--- src/rtl/core/vn_pkg.sv ---
// Shared constants and stage types of the vector normalization pipeline.
// No dependencies.
`timescale 1ns / 1ps

package vn_pkg;

   localparam int COMP_BITS = 32;
   localparam int FRAC_BITS = 30;
   localparam int FIELD_BITS = 32;
   localparam int LANES = 3;
   localparam int CELLS = FRAC_BITS + 1;
   localparam int SQ_BITS = 2 * COMP_BITS;
   localparam int WIDE_BITS = 2 * COMP_BITS + 2 * FRAC_BITS + 2;
   localparam int Q_BITS = FRAC_BITS + 1;

   typedef struct packed {
      logic                 neg;
      logic [WIDE_BITS-1:0] rem;
      logic [WIDE_BITS-1:0] acc;
      logic [Q_BITS-1:0]    q;
   } vn_lane_type;

   typedef struct packed {
      logic                 valid;
      logic                 zero;
      logic [WIDE_BITS-1:0] step;
      vn_lane_type [LANES-1:0] lane;
   } vn_stage_type;

endpackage

--- src/rtl/core/vn_cell.sv ---
// One cell of the chain: decides one quotient bit for each lane.
// Depends on vn_pkg.
`timescale 1ns / 1ps

module vn_cell (
   input  logic clock,
   input  logic reset,
   input  logic en,
   input  vn_pkg::vn_stage_type din,
   output vn_pkg::vn_stage_type dout
);
   vn_pkg::vn_stage_type out_ff, out_in;
   logic [vn_pkg::WIDE_BITS-1:0] trial;
   logic [vn_pkg::WIDE_BITS-1:0] acc_next;
   logic take;

   always_comb begin
      out_in = din;
      out_in.step = din.step >> 2;
      trial = '0;
      acc_next = '0;
      take = 1'b0;
      for (int i = 0; i < vn_pkg::LANES; i++) begin
         trial = din.lane[i].acc + din.step;
         take = (din.lane[i].rem >= trial);
         acc_next = take ? (din.lane[i].acc + (din.step << 1)) : din.lane[i].acc;
         out_in.lane[i].rem = take ? (din.lane[i].rem - trial) : din.lane[i].rem;
         out_in.lane[i].acc = acc_next >> 1;
         out_in.lane[i].q = {din.lane[i].q[vn_pkg::Q_BITS-2:0], take};
      end
   end

   always_ff @(posedge clock) begin
      if (reset) begin
         out_ff.valid <= 1'b0;
      end else if (en) begin
         out_ff <= out_in;
      end
   end

   assign dout = out_ff;
endmodule

--- config.mk ---
export PLATFORM = sky130hd
export DESIGN_NAME = vn_cell
export DESIGN_NICKNAME = d
export VERILOG_FILES = /design/src/rtl/core/vn_pkg.sv /design/src/rtl/core/vn_cell.sv
export SDC_FILE = /design/constraint.sdc
export NUM_CORES = 2
export LEC_CHECK = 0
export ABC_AREA = 0
export ABC_CLOCK_PERIOD_IN_PS = 78400
export BUFFER_PORTS_ARGS = -buffer_cell sky130_fd_sc_hd__buf_2
export CAP_MARGIN = 25
export CORE_AREA = 2 2 760 762
export CTS_BUF_LIST = sky130_fd_sc_hd__clkbuf_8 sky130_fd_sc_hd__clkbuf_16
export DETAILED_ROUTE_END_ITERATION = 6
export DIE_AREA = 0 0 762 764
export PLACE_DENSITY = 0.32
export REMOVE_ABC_BUFFERS = 1
export SLEW_MARGIN = 20
export SYNTH_ARGS = -nofsm -noshare
export SYNTH_HDL_FRONTEND = slang
export SYNTH_SLANG_ARGS = --single-unit
export TNS_END_PERCENT = 1
--- constraint.sdc ---
create_clock -name clock -period 78.4 [get_ports clock]
set_clock_uncertainty 0.2 [all_clocks]
set_input_delay 15.68 -clock clock [delete_from_list [all_inputs] [get_ports clock]]
set_output_delay 15.68 -clock clock [all_outputs]
set_load 0.05 [all_outputs]
# Word-level counts from Yosys, hierarchy flattened
# Index checks and enable logic that the tools add are counted.
# word_totals
output_inout_bits	980
regBits	975
in_bits	983
elab_cells	35
# classes
mux	6
bitwise_logic	1
n_lt_le_gt_ge	3
n_reduce_logical	1
add_sub_neg	9
# op_table
op	count
126-bit adder	6
126-bit two-way mux	6
126-bit >= comparator	3
126-bit subtractor	3
2-bit AND reduction	1
1-bit inverter	1

# Longest topological paths before layout
# logic_depth
ltp_word	3
ltp_mapped	36
mapped_depth_nobuf	33

# Worst setup path before layout
# OpenSTA, ideal clock, no wires.
# synth_path
path_kind	input to register
from	input reset
to	register out_ff, in the netlist dout[0] (enable)
path_stages	1
setup_ns	2.474
t_arrival_ns	58.625
setup_slack_ns	17.101
t_required_ns	75.726
n_path_buf	0
path_cell_list	nor2b_1
# synth_via
elab_chain_len	2
# synth_rtl
item	line_no	text
start: declaration	vn_cell.sv:7	input logic reset,
1-bit inverter (no line)	--	
2-bit AND reduction (no line)	--	
end signal: assignment	vn_cell.sv:37	out_ff <= out_in;
end: declaration	vn_cell.sv:12	vn_pkg::vn_stage_type out_ff, out_in;
# No other way between the ends.
# A chain may end at the register's enable or synchronous reset.

==> results.yml <==
power:
  power_leakage_nw: 53.7
  pwr-share-comb_pct: 55.6
  max-vdd-ir-drop_v: 0.0000153
  p_sw_mw: 1.65
  swShare_pct: 50.4
  seq_power_share_pct: 22.3
  internal_power_mw: 1.62
  power.density_mw_per_mm2: 25.1
  clkPwrFrac_pct: 22.0
detailed_routing:
  wirelength_um: 726000
  ant_nets: 0
  drt_iter0_markers: 9425
  first_pass_iters: 6
  routedWlPerCell_um: 31.8
  avgViaCountPerCell: 4.97
  drc: 0
  vias: 114000
synthesis:
  synthesis.area_sq_mm: 0.107
  seq_area_frac_synth_pct: 27.4
  syn_inst: 13400
  synth_edf_count: 974
  yosysWarningCount: 0
  ys.flop_type: "edfxtp_1"
  synth.area.top_cells: "edfxtp_1, ha_1, a21oi_1"
  synth_common_cells: "a21oi_1, nand2_1, nor2_1"
  synth_top_area_share_pct: 27.3
  ys_seq_elements: 975
  synth_most_common_cell: "a21oi_1"
  avgSynthCellArea_sq_um: 7.97
  yosys.area.top_type: "edfxtp_1"
  synth-async-reset-ratio_pct: 0
  synth_cell_types: 106
cells_and_area:
  drive_above_1_share_pct: 16.9
  finalNonFillerCells: 22800
  multi_input_area_sq_mm: 0.0732
  finalInstanceArea_sq_mm: 0.130
  regArea_sq_mm: 0.0293
  fin_nets: 17100
  fillers: 64600
  largest_reg_flops: 975
  post-route-util_pct: 22.7
  area_delta_synth_final_pct: 21.8
floorplanning:
  die-area_sq_mm: 0.582
  io_pins: 1963
  die_h_um: 764
  core_sq_mm: 0.575
  initial_core_util_pct: 18.6
  fp.dieW_um: 762
  num_rows: 279
worst_setup_path:
  cp_max_fo: 80
  worst_ep_required_time_ns: 78.73
  crit_top_cell: "buf_4"
  crit_slowest_cell: "a21boi_0"
  crit_path_start_kind: "primary input"
  worst-setup-path-type: "in2reg"
  cp_slowest_stage_delay_ns: 0.88
  rr_worst_depth: 2
  end_kind: "flip-flop"
  worstPathArrival_ns: 27.35
placement:
  dp_cells: 22500
  port_buffers: 1954
  globalplace.congestion: 0.956
  dp_hpwl_um: 636000
  place_area_sq_mm: 0.125
cts:
  clockBufferDepth: 4
  cts_tree: "done"
  clk_pin_slew_worst_paths_ns: 0.05
  cts_root_buf: "clkbuf_16"
  cts_sinks: 975
  htreeDepth: 4
  holdBufCountCts: 0
  cts_buffers: 153
  cts.repair.resized: 0
  clk_latency_ns: 0.93
  cts_setup_buffers: 0
sta:
  min_period_over_period_pct: 34.5
  fmax_mhz: 37.0
  fin_hold_ws_ns: 0.307
  min_period_ns: 27.02
  fin_tns_setup_ns: 0
  slew_viol_final: 0
  rsz0062_at_grt: "no"
  setup_viol: 0
  worst_pin_slew_ns: 1.27
  hold_viol: 0
  slew-limit-headroom_pct: 14.0
outcome:
  status: "complete, no violations"
run:
  maxCapViolCount: 0
global_route:
  gr-usage-all-layers_pct: 23.7
  antenna_found_initial: 378
  first_global_vias: 112000
  grt_max_degree: 128
  grt_pass1_wl_um: 960000
  grt-ovfl-total: 0
worst_hold_path:
  min_path_cells: 2
  hold_class: "reg2reg"
## worst max-delay path, delay by kind of cell
family | cells | cell delay (ns)
XOR/XNOR | 1 | 0.31
AO/OA/AOI/OAI | 20 | 6.53
adder cells (fa/ha/maj) | 2 | 0.79
buffers and inverters | 8 | 3.42
AND/OR/NAND/NOR | 2 | 0.35
## metrics by stage
| step | total power, mW | worst slack, ns |
|---|---|---|
| 2_1_floorplan | 1.93 | 17.10 |
| 3_3_place_gp | 2.56 | 49.85 |
| 3_5_place_dp | 2.55 | 50.36 |
| 4_1_cts | 3.30 | 51.29 |
| 5_1_grt | 3.45 | 50.64 |
| 6_report | 3.27 | 51.38 |
## cells by family (layout without fill, tap and decap cells)
family / Yosys count / count (layout) / synth area share (%)
xor gates and xnor gates: 1093 / 1093 / 8.95
adders and majority gates: 1134 / 1134 / 13.3
muxes: 14 / 14 / 0.146
DFF: 975 / 975 / 27.4
and+or+nand+nor: 3983 / 3983 / 17.1
buffers and inverters: 1129 / 2837 / 4.25
AOI/OAI and AO/OA: 5098 / 5098 / 28.8
other: 1 / 122 / 0.00351
## cell usage in the layout, fill, tap and decap left out, drive strengths merged, types with 67 or more instances in the layout
cell    count
buf      2189
nor2b     112
diode     117
o21ai    1189
clkbuf    154
nand3     157
inv       404
a21o      679
nor3      187
a21boi     67
nand4     522
o31ai      81
o21bai    361
nand2    1397
nor4       70
a21oi    2034
xnor2     673
xor2      420
o21a      129
nor2     1160
a31oi     110
edfxtp    974
nand2b    110
ha       1125
## power groups by stage
stage	sequential (mW)	clock [mW]	combinational (mW)
floorplan	0.999	0	0.933
global placement	0.741	0	1.82
detailed placement	0.740	0	1.81
CTS	0.732	0.748	1.82
global route	0.736	0.759	1.96
finish	0.730	0.720	1.82
## layer usage
metal  track usage [%]  up-vias  part of all wire, %
met5                 0        -                0.058
met4              9.92       62                  4.8
met3              4.04      990                  6.2
met2              37.6     3998                   44
met1              31.8    55300                   45
li1                  -    53200                    -
## cell type report
| type | count | share of cell area (%) |
|---|---|---|
| Inverter | 377 | 1.10 |
| Clock inverter | 117 | 0.842 |
| Clock buffer | 154 | 2.96 |
| Antenna cell | 117 | 0.225 |
| Tap cell | 7587 | 7.29 |
| Timing Repair Buffer | 2189 | 8.89 |
| Sequential cell | 975 | 22.5 |
| Multi-Input combinational cell | 11300 | 56.2 |
## path summary, 6_finish.rpt
kind / start / end / slack (ns)
max: din[853] / dout[744]$_DFFE_PP_ / 51.38
min: dout[979]$_SDFFE_PP0P_ / dout[979]$_SDFFE_PP0P_ / 0.31
max reg2reg: dout[979]$_SDFFE_PP0P_ / dout[979]$_SDFFE_PP0P_ / 77.62
min reg2reg: dout[979]$_SDFFE_PP0P_ / dout[979]$_SDFFE_PP0P_ / 0.31
Power figures use the tool's default switching activity.
